--- src/assert_macros.svh ---
// Assertion helpers shared by the RTL. All checks run on clk_i and are
// disabled while rst_ni is low.
`ifndef ASSERT_MACROS_SVH
`define ASSERT_MACROS_SVH

// Antecedent holds in the same cycle as the consequent.
`define ASSERT_IMPLIES(lbl, ante, cons, msg) \
  lbl: assert property (@(posedge clk_i) disable iff (!rst_ni) (ante) |-> (cons)) \
    else $error(msg);

// Consequent must hold in the cycle after the antecedent.
`define ASSERT_NEXT(lbl, ante, cons, msg) \
  lbl: assert property (@(posedge clk_i) disable iff (!rst_ni) (ante) |=> (cons)) \
    else $error(msg);

`endif

--- src/eulrot_pkg.sv ---
package eulrot_pkg;

  localparam int COORD_WIDTH_DEF = 16;
  localparam int ANGLE_WIDTH_DEF = 16;

  localparam int NUM_AXES    = 3;
  localparam int AXIS_W      = 2;
  localparam int CFG_INDEX_W = 2;

  // Register indexes on the configuration channel
  localparam logic [CFG_INDEX_W-1:0] REG_ANGLE_X = 2'd0;
  localparam logic [CFG_INDEX_W-1:0] REG_ANGLE_Y = 2'd1;
  localparam logic [CFG_INDEX_W-1:0] REG_ANGLE_Z = 2'd2;

  localparam logic [AXIS_W-1:0] AXIS_X = 2'd0;
  localparam logic [AXIS_W-1:0] AXIS_Y = 2'd1;
  localparam logic [AXIS_W-1:0] AXIS_Z = 2'd2;

  localparam int FRAC_BITS    = 30;
  localparam int TRIG_W       = 32;
  localparam int CORDIC_W     = 33;
  localparam int PHASE_W      = 32;
  localparam int CORDIC_STEPS = 28;
  localparam int STEP_W       = 5;

  localparam logic signed [CORDIC_W-1:0] CORDIC_X0 = 33'sd652032874;

  typedef struct packed {
    logic signed [TRIG_W-1:0] cos_v;
    logic signed [TRIG_W-1:0] sin_v;
  } trig_t;

  typedef struct packed {
    logic busy;
    logic cfg_ready;
  } status_t;

  // Arctangent of 2^-i in units of 2^-32 turn
  function automatic logic [TRIG_W-1:0] atan_turn(input logic [STEP_W-1:0] i);
    logic [TRIG_W-1:0] r;
    case (i)
      5'd0:    r = 32'h20000000;
      5'd1:    r = 32'h12E4051E;
      5'd2:    r = 32'h09FB385B;
      5'd3:    r = 32'h051111D4;
      5'd4:    r = 32'h028B0D43;
      5'd5:    r = 32'h0145D7E1;
      5'd6:    r = 32'h00A2F61E;
      5'd7:    r = 32'h00517C55;
      5'd8:    r = 32'h0028BE53;
      5'd9:    r = 32'h00145F2F;
      5'd10:   r = 32'h000A2F98;
      5'd11:   r = 32'h000517CC;
      5'd12:   r = 32'h00028BE6;
      5'd13:   r = 32'h000145F3;
      5'd14:   r = 32'h0000A2FA;
      5'd15:   r = 32'h0000517D;
      5'd16:   r = 32'h000028BE;
      5'd17:   r = 32'h0000145F;
      5'd18:   r = 32'h00000A30;
      5'd19:   r = 32'h00000518;
      5'd20:   r = 32'h0000028C;
      5'd21:   r = 32'h00000146;
      5'd22:   r = 32'h000000A3;
      5'd23:   r = 32'h00000051;
      5'd24:   r = 32'h00000029;
      5'd25:   r = 32'h00000014;
      5'd26:   r = 32'h0000000A;
      5'd27:   r = 32'h00000005;
      default: r = '0;
    endcase
    return r;
  endfunction

endpackage

--- src/eulrot_trig.sv ---
module eulrot_trig #(
  parameter int ANGLE_WIDTH = eulrot_pkg::ANGLE_WIDTH_DEF
) (
  input  logic                                      clk_i,
  input  logic                                      rst_ni,
  input  logic                                      cfg_valid_i,
  input  logic [eulrot_pkg::CFG_INDEX_W-1:0]        cfg_index_i,
  input  logic [ANGLE_WIDTH-1:0]                    cfg_data_i,
  output eulrot_pkg::status_t                       status_o,
  output eulrot_pkg::trig_t [eulrot_pkg::NUM_AXES-1:0] trig_o
);
  import eulrot_pkg::*;

  localparam int PHASE_SHIFT = PHASE_W - ANGLE_WIDTH;
  localparam logic signed [CORDIC_W-1:0] ONE_POS = CORDIC_W'(64'sd1 <<< FRAC_BITS);
  localparam logic signed [CORDIC_W-1:0] ONE_NEG = -ONE_POS;

  typedef enum logic [2:0] {
    ST_IDLE = 3'b001,
    ST_RUN  = 3'b010,
    ST_DONE = 3'b100
  } state_e;

  state_e state_q, state_d;
  logic [NUM_AXES-1:0] dirty_q, dirty_d;
  logic [AXIS_W-1:0] sel_q, sel_d, pick;
  logic [STEP_W-1:0] step_q, step_d;
  logic [1:0] quad_q, quad_d;
  logic signed [CORDIC_W-1:0] x_q, x_d, y_q, y_d, z_q, z_d;
  logic signed [CORDIC_W-1:0] dx, dy, atan_s;
  logic [ANGLE_WIDTH-1:0] angle_q [NUM_AXES];
  logic [PHASE_W-1:0] phase;
  logic signed [TRIG_W-1:0] c_clamp, s_clamp;
  trig_t trig_new;
  trig_t [NUM_AXES-1:0] trig_q;
  logic cfg_ready, cfg_write;

  function automatic logic signed [TRIG_W-1:0] clamp_one(input logic signed [CORDIC_W-1:0] v);
    logic signed [CORDIC_W-1:0] r;
    r = v;
    if (v > ONE_POS) r = ONE_POS;
    if (v < ONE_NEG) r = ONE_NEG;
    return r[TRIG_W-1:0];
  endfunction

  assign cfg_ready = (state_q == ST_IDLE) && (dirty_q == '0);
  assign cfg_write = cfg_valid_i && cfg_ready;
  assign status_o.cfg_ready = cfg_ready;
  assign status_o.busy = !cfg_ready;
  assign trig_o = trig_q;

  // Lowest pending axis goes first
  always_comb begin
    pick = AXIS_X;
    for (int i = NUM_AXES - 1; i >= 0; i--) begin
      if (dirty_q[i]) pick = AXIS_W'(i);
    end
  end

  assign phase  = PHASE_W'(angle_q[pick]) << PHASE_SHIFT;
  assign dx     = y_q >>> step_q;
  assign dy     = x_q >>> step_q;
  assign atan_s = CORDIC_W'(signed'(atan_turn(step_q)));

  always_comb begin
    state_d = state_q;
    dirty_d = dirty_q;
    sel_d   = sel_q;
    step_d  = step_q;
    quad_d  = quad_q;
    x_d     = x_q;
    y_d     = y_q;
    z_d     = z_q;
    case (state_q)
      ST_IDLE: begin
        if (|dirty_q) begin
          sel_d        = pick;
          dirty_d[pick] = 1'b0;
          x_d          = CORDIC_X0;
          y_d          = '0;
          z_d          = CORDIC_W'({1'b0, phase[PHASE_W-3:0]});
          quad_d       = phase[PHASE_W-1:PHASE_W-2];
          step_d       = '0;
          state_d      = ST_RUN;
        end
      end
      ST_RUN: begin
        if (!z_q[CORDIC_W-1]) begin
          x_d = x_q - dx;
          y_d = y_q + dy;
          z_d = z_q - atan_s;
        end else begin
          x_d = x_q + dx;
          y_d = y_q - dy;
          z_d = z_q + atan_s;
        end
        step_d = step_q + STEP_W'(1);
        if (step_q == STEP_W'(CORDIC_STEPS - 1)) state_d = ST_DONE;
      end
      ST_DONE: state_d = ST_IDLE;
      default: state_d = ST_IDLE;
    endcase
    if (cfg_write) begin
      case (cfg_index_i)
        REG_ANGLE_X: dirty_d[AXIS_X] = 1'b1;
        REG_ANGLE_Y: dirty_d[AXIS_Y] = 1'b1;
        REG_ANGLE_Z: dirty_d[AXIS_Z] = 1'b1;
        default: ;
      endcase
    end
  end

  assign c_clamp = clamp_one(x_q);
  assign s_clamp = clamp_one(y_q);

  // Fold the first-quadrant result into the quadrant of the phase
  always_comb begin
    case (quad_q)
      2'd0: begin
        trig_new.cos_v = c_clamp;
        trig_new.sin_v = s_clamp;
      end
      2'd1: begin
        trig_new.cos_v = -s_clamp;
        trig_new.sin_v = c_clamp;
      end
      2'd2: begin
        trig_new.cos_v = -c_clamp;
        trig_new.sin_v = -s_clamp;
      end
      default: begin
        trig_new.cos_v = s_clamp;
        trig_new.sin_v = -c_clamp;
      end
    endcase
  end

  always_ff @(posedge clk_i or negedge rst_ni) begin
    if (!rst_ni) begin
      state_q <= ST_IDLE;
      dirty_q <= '1;
      step_q  <= '0;
      sel_q   <= AXIS_X;
      for (int i = 0; i < NUM_AXES; i++) angle_q[i] <= '0;
    end else begin
      state_q <= state_d;
      dirty_q <= dirty_d;
      step_q  <= step_d;
      sel_q   <= sel_d;
      if (cfg_write) begin
        case (cfg_index_i)
          REG_ANGLE_X: angle_q[AXIS_X] <= cfg_data_i;
          REG_ANGLE_Y: angle_q[AXIS_Y] <= cfg_data_i;
          REG_ANGLE_Z: angle_q[AXIS_Z] <= cfg_data_i;
          default: ;
        endcase
      end
    end
  end

  always_ff @(posedge clk_i) begin
    quad_q <= quad_d;
    x_q    <= x_d;
    y_q    <= y_d;
    z_q    <= z_d;
    if (state_q == ST_DONE) trig_q[sel_q] <= trig_new;
  end

endmodule

--- config.mk ---
export PLATFORM = sky130hd
export DESIGN_NAME = eulrot_trig
export DESIGN_NICKNAME = d
export VERILOG_FILES = /design/src/assert_macros.svh /design/src/eulrot_pkg.sv /design/src/eulrot_trig.sv
export SDC_FILE = /design/constraint.sdc
export NUM_CORES = 1
export LEC_CHECK = 0
export ABC_AREA = 1
export BUFFER_PORTS_ARGS = -buffer_cell sky130_fd_sc_hd__buf_2
export CAP_MARGIN = 10
export CORE_ASPECT_RATIO = 2
export CORE_MARGIN = 2
export CORE_UTILIZATION = 56
export CTS_CLUSTER_DIAMETER = 200
export DETAILED_ROUTE_END_ITERATION = 7
export PLACE_DENSITY = 0.78
export SLEW_MARGIN = 20
export SYNTH_ARGS = -nofsm -noshare
export SYNTH_HDL_FRONTEND = slang
export SYNTH_SLANG_ARGS = --single-unit
--- constraint.sdc ---
create_clock -name clk_i -period 6.9 [get_ports clk_i]
set_input_delay 0.69 -clock clk_i [delete_from_list [all_inputs] [get_ports clk_i]]
set_output_delay 0.69 -clock clk_i [all_outputs]
set_load 0.02 [all_outputs]
==> flow_summary.toml, run 1 <==
[run_status]
status = "complete, but fails checks"
failed_checks = "design-rule violations"

[setup_path]
crit_top_cell = "nand2_1"
worstPathArrival_ns = 6.36
reg2reg_from = "step_q[0]"
reg2regPathDepth = 27
critPathLaunchType = "flop"
reg2reg_to = "y_q[19]"
worst-path-max-fanout = 49
crit_buf_inv = 5
cp_slowest_cell = "a21oi_1"
cp.depth = 27
path_class = "reg2reg"
worst_setup_path_end_kind = "flop"
cp.required_ns = 7.29
crit_family = "compound AO/OA/AOI/OAI gates"
critPathMaxStageDelay_ns = 0.48
rrSetupSlack_ns = 0.93
crit_end = "y_q[19]"
crit_start = "step_q[0]"

[routing]
drt_first_pass_iters = 8
vias = 30192
wl_per_cell_um = 24.24
avgViaCountPerCell = 6.200
drc = 2
drt_iter0_drc = 2694
finalWirelength_mm = 118.1
ant_nets = 0

[timing]
fin_crit_sh_pct = 86.59
fin_ws_ns = 0.9251
fmax_mhz = 167.4
rsz0062_at_grt = "false"
maxSlewViolCount = 0
tightest_slew_ns = 1.103
slew_headroom_pct = 26.45
period_needed_ns = 5.975
finClkSkew_ns = 0.03262
setup_viol = 0
hold_violations = 0
tns_ns = 0

[power_and_ir_drop]
p_leak_uw = 0.01443
power.switching_uw = 10500
pwr-share-seq_pct = 20.9
switching_share_pct = 56.65
combPwrFrac_pct = 69.8
p_per_area_nw_per_um2 = 599.9
ir_worst_vdd_mv = 0.5147
intPower_uw = 8034
total_power_uw = 18530
power.share.clock_pct = 9.3

[yosys]
synth_commonest_cells = "nand2_1, inv_1, nand3_1"
synth-seq-cells = 354
ys_types = 60
seq_area_frac_synth_pct = 36.54
synth_nets = 4172
syn_area_per_cell_um2 = 7.002
ys_warn_count = 0
syn-cell-area_um2 = 28270
synth-main-ff-cell = "edfxtp_1"
yosysMostFrequentCell = "nand2_1"
synth_top_cell_area_share_pct = 31.13
ys_async_sr_fraction_pct = 17.23
synth_cells = 4037
ys_top_cells_by_area = "edfxtp_1, nand2_1, nand3_1"
yosysTopAreaCell = "edfxtp_1"
synth_enable_flop_cells = 293

[clock_network]
cts_root_buf = "clkbuf_16"
clk_path_buf_depth = 3
tritoncts = "done"
htreeDepth = 1
cts-resized-gates = 0
path_clk_slew_ns = 0.07
insertion_delay_ns = 0.65
clock-sinks = 354
cts_hold_buf = 0
cts_made_buffers = 31
post_cts_buffers = 0

[global_route]
grt_pass1_wl_mm = 174.1
grt_max_degree = 67
grt_usage_pct = 44.93
overflow = 0
antenna_found_initial = 2
grt_pass1_vias = 29425

[cells_and_area]
layout-drive-gt1-share_pct = 10.24
syn2layout_area_growth_pct = 9.286
nNetsFinal = 4330
nFillCells = 4809

[worst_hold_path]
hp-class = "in2async"

[floorplanning]
rows = 116
pin_count = 215
fp.coreArea_um2 = 49930
start_util_pct = 56.62
die_area_um2 = 52400
die_h_um = 321.7
die_x_um = 162.9

[job]
maxCapViolCount = 0

[place]
dp_hpwl_mm = 91.47
pre_cts_ws_ns = 1.113
numPortBuffers = 214
gp_congestion = 1.137
-- power by group through the flow --
stage / clock network, uW / logic [uW] / registers [uW]
2_1_floorplan: 0 / 8670 / 3530
3_3_place_gp: 0 / 12200 / 3860
6_report: 1730 / 12900 / 3870
5_1_grt: 1810 / 14100 / 3870
3_5_place_dp: 0 / 12300 / 3860
4_1_cts: 1730 / 12400 / 3810
-- routing by layer --
layer / vias up / part of all wire, % / track usage, %
met3: 762 / 7.0 / 9.065
met1: 13860 / 28 / 38.03
li1: 13833 / - / -
met4: 2 / 14 / 49.95
met5: - / 0.013 / 0.09671
met2: 1735 / 51 / 80.91
-- sequential cells by signal, indices dropped and copies added (netlist names) --
register  cells
sel_q         2
angle_q      48
y_q          33
trig_o      192
z_q          33
state_q       3
step_q        5
x_q          33
quad_q        2
dirty_q       3
-- cell families (layout without fill, tap and decap cells) --
group / count (synthesis) / in the layout / share of synthesized area, %
XOR/XNOR: 108 / 108 / 3.346
flip-flops: 354 / 354 / 36.54
AO/OA/AOI/OAI: 672 / 672 / 13.54
AND/OR/NAND/NOR: 2159 / 2159 / 32.39
buffers and inverters: 630 / 812 / 9.056
other: 0 / 2 / 0
adder cells (fa/ha/maj): 114 / 114 / 5.126
-- worst reg2reg max path, stage by stage (launching register included) --
cell and delay, ns:
dfrtp_2 0.38, buf_4 0.47, buf_4 0.51, nand2_1 0.14
nand3_1 0.13, nand3_1 0.08, nand2_1 0.17, o21ai_1 0.10
or2_2 0.30, nand2_1 0.09, inv_1 0.07, ha_1 0.17
inv_1 0.07, nor2_1 0.05, nand2_1 0.12, nand2_1 0.09
xor2_1 0.27, ha_1 0.33, nand2_1 0.08, inv_1 0.04
a21oi_1 0.48, o21ai_0 0.35, a21boi_0 0.40, o21ai_0 0.21
a21oi_1 0.33, o21bai_1 0.14, nor2_1 0.12, nor2_1 0.05
-- worst min path at each step --
stage / to / cells after the start / startpoint / slack [ns]
after floorplan: angle_q[0] / 0 / rst_ni / 0.39
after global placement: angle_q[33] / 2 / angle_q[33] / 0.46
after detailed placement: angle_q[33] / 2 / angle_q[33] / 0.47
after CTS: step_q[4] / 2 / rst_ni / 0.23
after global routing: step_q[4] / 2 / rst_ni / 0.28
final: angle_q[18] / 2 / rst_ni / 0.21
-- final cells by class --
cell class	instances	area [um2]	share of cell area [%]
timing repair buffer	274	1546	5.006
clock buffer	38	802.0	2.596
multi-input combinational	3053	15440	49.98
sequential	354	10330	33.45
inverter	481	1810	5.861
tap	649	812.0	2.629
clock inverter	19	143.9	0.4658
antenna	2	5.005	0.01620
-- per-stage QoR --
stage               hold slack [ns]  util (%)  cell area, um2  instances
global placement             0.4647     59.96           29940       4811
floorplan                    0.3944         -           28270       4037
detailed placement           0.4680     59.96           29940       4811
finish                       0.2145     61.87           30890       4870
global route                 0.2803     61.86           30890       4868
CTS                          0.2252     61.85           30880       4868
-- placed cells by master, fill, tap and decap left out, types with 9 or more instances in the layout --
cell type | synthesis | final
xor2_1 | 79 | 79
a31oi_1 | 25 | 25
a21oi_1 | 224 | 223
nor2_1 | 369 | 365
o2111ai_1 | 15 | 15
o221ai_1 | 9 | 9
o211ai_1 | 27 | 27
nand2_1 | 1148 | 1148
a221oi_1 | 10 | 10
xnor2_1 | 29 | 29
edfxtp_1 | 293 | 293
o21ai_0 | 265 | 263
nor3_1 | 36 | 32
nand2_2 | 23 | 23
inv_1 | 465 | 464
o21a_1 | 17 | 17
inv_2 | 13 | 14
or2_2 | 15 | 15
buf_4 | 13 | 58
nor2_2 | 18 | 19
nand4_1 | 61 | 61
o21ai_1 | 18 | 20
nand3_1 | 465 | 464
clkbuf_16 | 0 | 31
nor2_4 | 6 | 9
dfrtp_1 | 57 | 54
o22ai_1 | 13 | 13
a21o_1 | 10 | 10
buf_2 | 38 | 214
ha_1 | 111 | 111
Note: power is estimated with default switching activity, not from simulation.
==> run 2, diff against run 1 <==
--- a/config.mk
+++ b/config.mk
@@ -14,6 +14,7 @@
 export CTS_CLUSTER_DIAMETER = 200
 export DETAILED_ROUTE_END_ITERATION = 7
 export PLACE_DENSITY = 0.78
+export REMOVE_ABC_BUFFERS = 1
 export SLEW_MARGIN = 20
 export SYNTH_ARGS = -nofsm -noshare
 export SYNTH_HDL_FRONTEND = slang
==> run 2 against run 1 <==
  * The flow still finishes with violations (design-rule violations)
  * Critical path depth up 1
  * Power is 3.5% higher
  * Largest power group unchanged
  * Combinational power grew 5%
  * Final cell count is 0.21% higher
  * Cell area is 0.51% higher
  * First-iteration DRC count is 20% higher
  * Worst setup slack got worse by 0.53 ns
==> flow_summary.toml, run 2 (synthesis gave the netlist of run 1 again) <==
[run_status]
status = "complete, but fails checks"
failed_checks = "design-rule violations"

[setup_path]
rrSetupSlack_ns = 0.39
crit_start = "step_q[1]"
cp_slowest_cell = "ha_1"
reg2reg_to = "x_q[21]"
reg2reg_from = "step_q[1]"
worstPathArrival_ns = 6.94
crit_end = "x_q[21]"
crit_top_cell = "nand2_1"
path_class = "reg2reg"
critPathLaunchType = "flop"
worst_setup_path_end_kind = "flop"
worst-path-max-fanout = 30
critPathMaxStageDelay_ns = 0.58
reg2regPathDepth = 28
cp.required_ns = 7.33

[cells_and_area]
fin_cells = 4880
final_cell_mix = "nand2_1, nand3_1, inv_1, nor2_1, edfxtp_1"
final_common_cell = "nand2_1"
layout.area.seq_um2 = 10330
layout-drive-gt1-share_pct = 10.57
multi_input_area_um2 = 15440
nNetsFinal = 4340
nFillCells = 4709
largest_reg_flops = 192
syn2layout_area_growth_pct = 9.840

[power_and_ir_drop]
p_per_area_nw_per_um2 = 617.9
ir_worst_vdd_mv = 0.4125
p_leak_uw = 0.01452

[timing]
setup_viol = 0
rsz0062_at_grt = "false"
whs_ns = 0.2085
maxSlewViolCount = 0
fin_ws_ns = 0.3931
fin_crit_sh_pct = 94.30
hold_violations = 0
fmax_mhz = 153.7
slew_headroom_pct = 25.54
tightest_slew_ns = 1.105
period_needed_ns = 6.507
finClkSkew_ns = 0.02664

[clock_network]
path_clk_slew_ns = 0.08
clock-sinks = 354
htreeDepth = 1
cts-resized-gates = 0
insertion_delay_ns = 0.68
tritoncts = "done"
cts_made_buffers = 31
cts_hold_buf = 0
cts_root_buf = "clkbuf_16"
post_cts_buffers = 0
clk_path_buf_depth = 3

[place]
numPortBuffers = 214
dp_hpwl_mm = 93.91
place_inst = 4820
gp_congestion = 1.167
pre_cts_ws_ns = 0.6976

[floorplanning]
die_x_um = 162.9
die_area_um2 = 52400
die_h_um = 321.7
start_util_pct = 56.62
rows = 116
pin_count = 215
fp.coreArea_um2 = 49930

[routing]
wl_met2_mm = 60.20
wl_met3_mm = 9.848
finalWirelength_mm = 124.1
maxUsedRoutingLayer = "met4"
drc = 17
wl_per_cell_um = 25.44
wl_met1_mm = 33.96
avgViaCountPerCell = 6.312
drt_first_pass_iters = 8
vias = 30801
ant_nets = 0
drt_iter0_drc = 3236

[global_route]
grt_pass1_vias = 31224
grt_usage_pct = 47.91
grt_pass1_wl_mm = 184.9
antenna_found_initial = 3
grt_max_degree = 81
overflow = 0

[job]
maxCapViolCount = 0

[worst_hold_path]
hp-class = "in2async"
[run 2: changes by cell type in the layout (fill, tap and decap cells not counted), moves of 3 or more]
cell / delta
inv_6: -3
buf_4: +7
clkinv_2: +4
clkinv_1: -4
[run 2: worst max-delay path, delay by kind of cell (launching register included)]
family                   cells  cell delay, ns
XOR/XNOR                     1            0.43
AND/OR/NAND/NOR             12            2.11
AO/OA/AOI/OAI                5            1.16
buffers and inverters        8            1.32
adder cells (fa/ha/maj)      2            0.75
flip-flops                   1            0.43
[run 2: power breakdown]
part           total (uW)  internal (uW)  switching, uW
sequential           3860           3290            575
combinational       13500           3990           9490
clock                1840            931            906
total               19200           8210          11000
[run 2: stage by stage]
step	instance area, um2	TNS (ns)	total power, uW	util [%]
final	31050	0	19180	62.19
after floorplan	27520	-386.38	12110	-
after detailed placement	30040	0	16460	60.16
after global placement	30020	0	16310	60.13
after global routing	31040	0	20430	62.18
after CTS	31030	0	18330	62.15
[run 2: cell type report]
| class | count | area share, % |
|---|---|---|
| flip-flops and latches | 354 | 33.28 |
| inverters | 481 | 5.831 |
| clock buffers | 38 | 2.648 |
| well taps | 649 | 2.615 |
| clock inverters | 18 | 0.5561 |
| multi-input cells | 3053 | 49.72 |
| repair buffers | 284 | 5.327 |
| diodes | 3 | 0.02418 |
[run 2: how the worst min path moves through the flow]
stage                  endpoint  slack (ns)  depth (start not counted)
finish              angle_q[21]        0.21                          2
detailed placement  angle_q[35]        0.47                          2
global placement    angle_q[33]        0.46                          2
CTS                   step_q[2]        0.27                          2
floorplan            angle_q[0]        0.39                          0
global route          step_q[2]        0.27                          2
[run 2: per-layer routing]
layer | GRT usage [%] | vias to the layer above
met5 | 0.09671 | -
met3 | 13.51 | 1023
met1 | 39.03 | 13923
li1 | - | 13860
met4 | 58.82 | 0
met2 | 82.51 | 1995
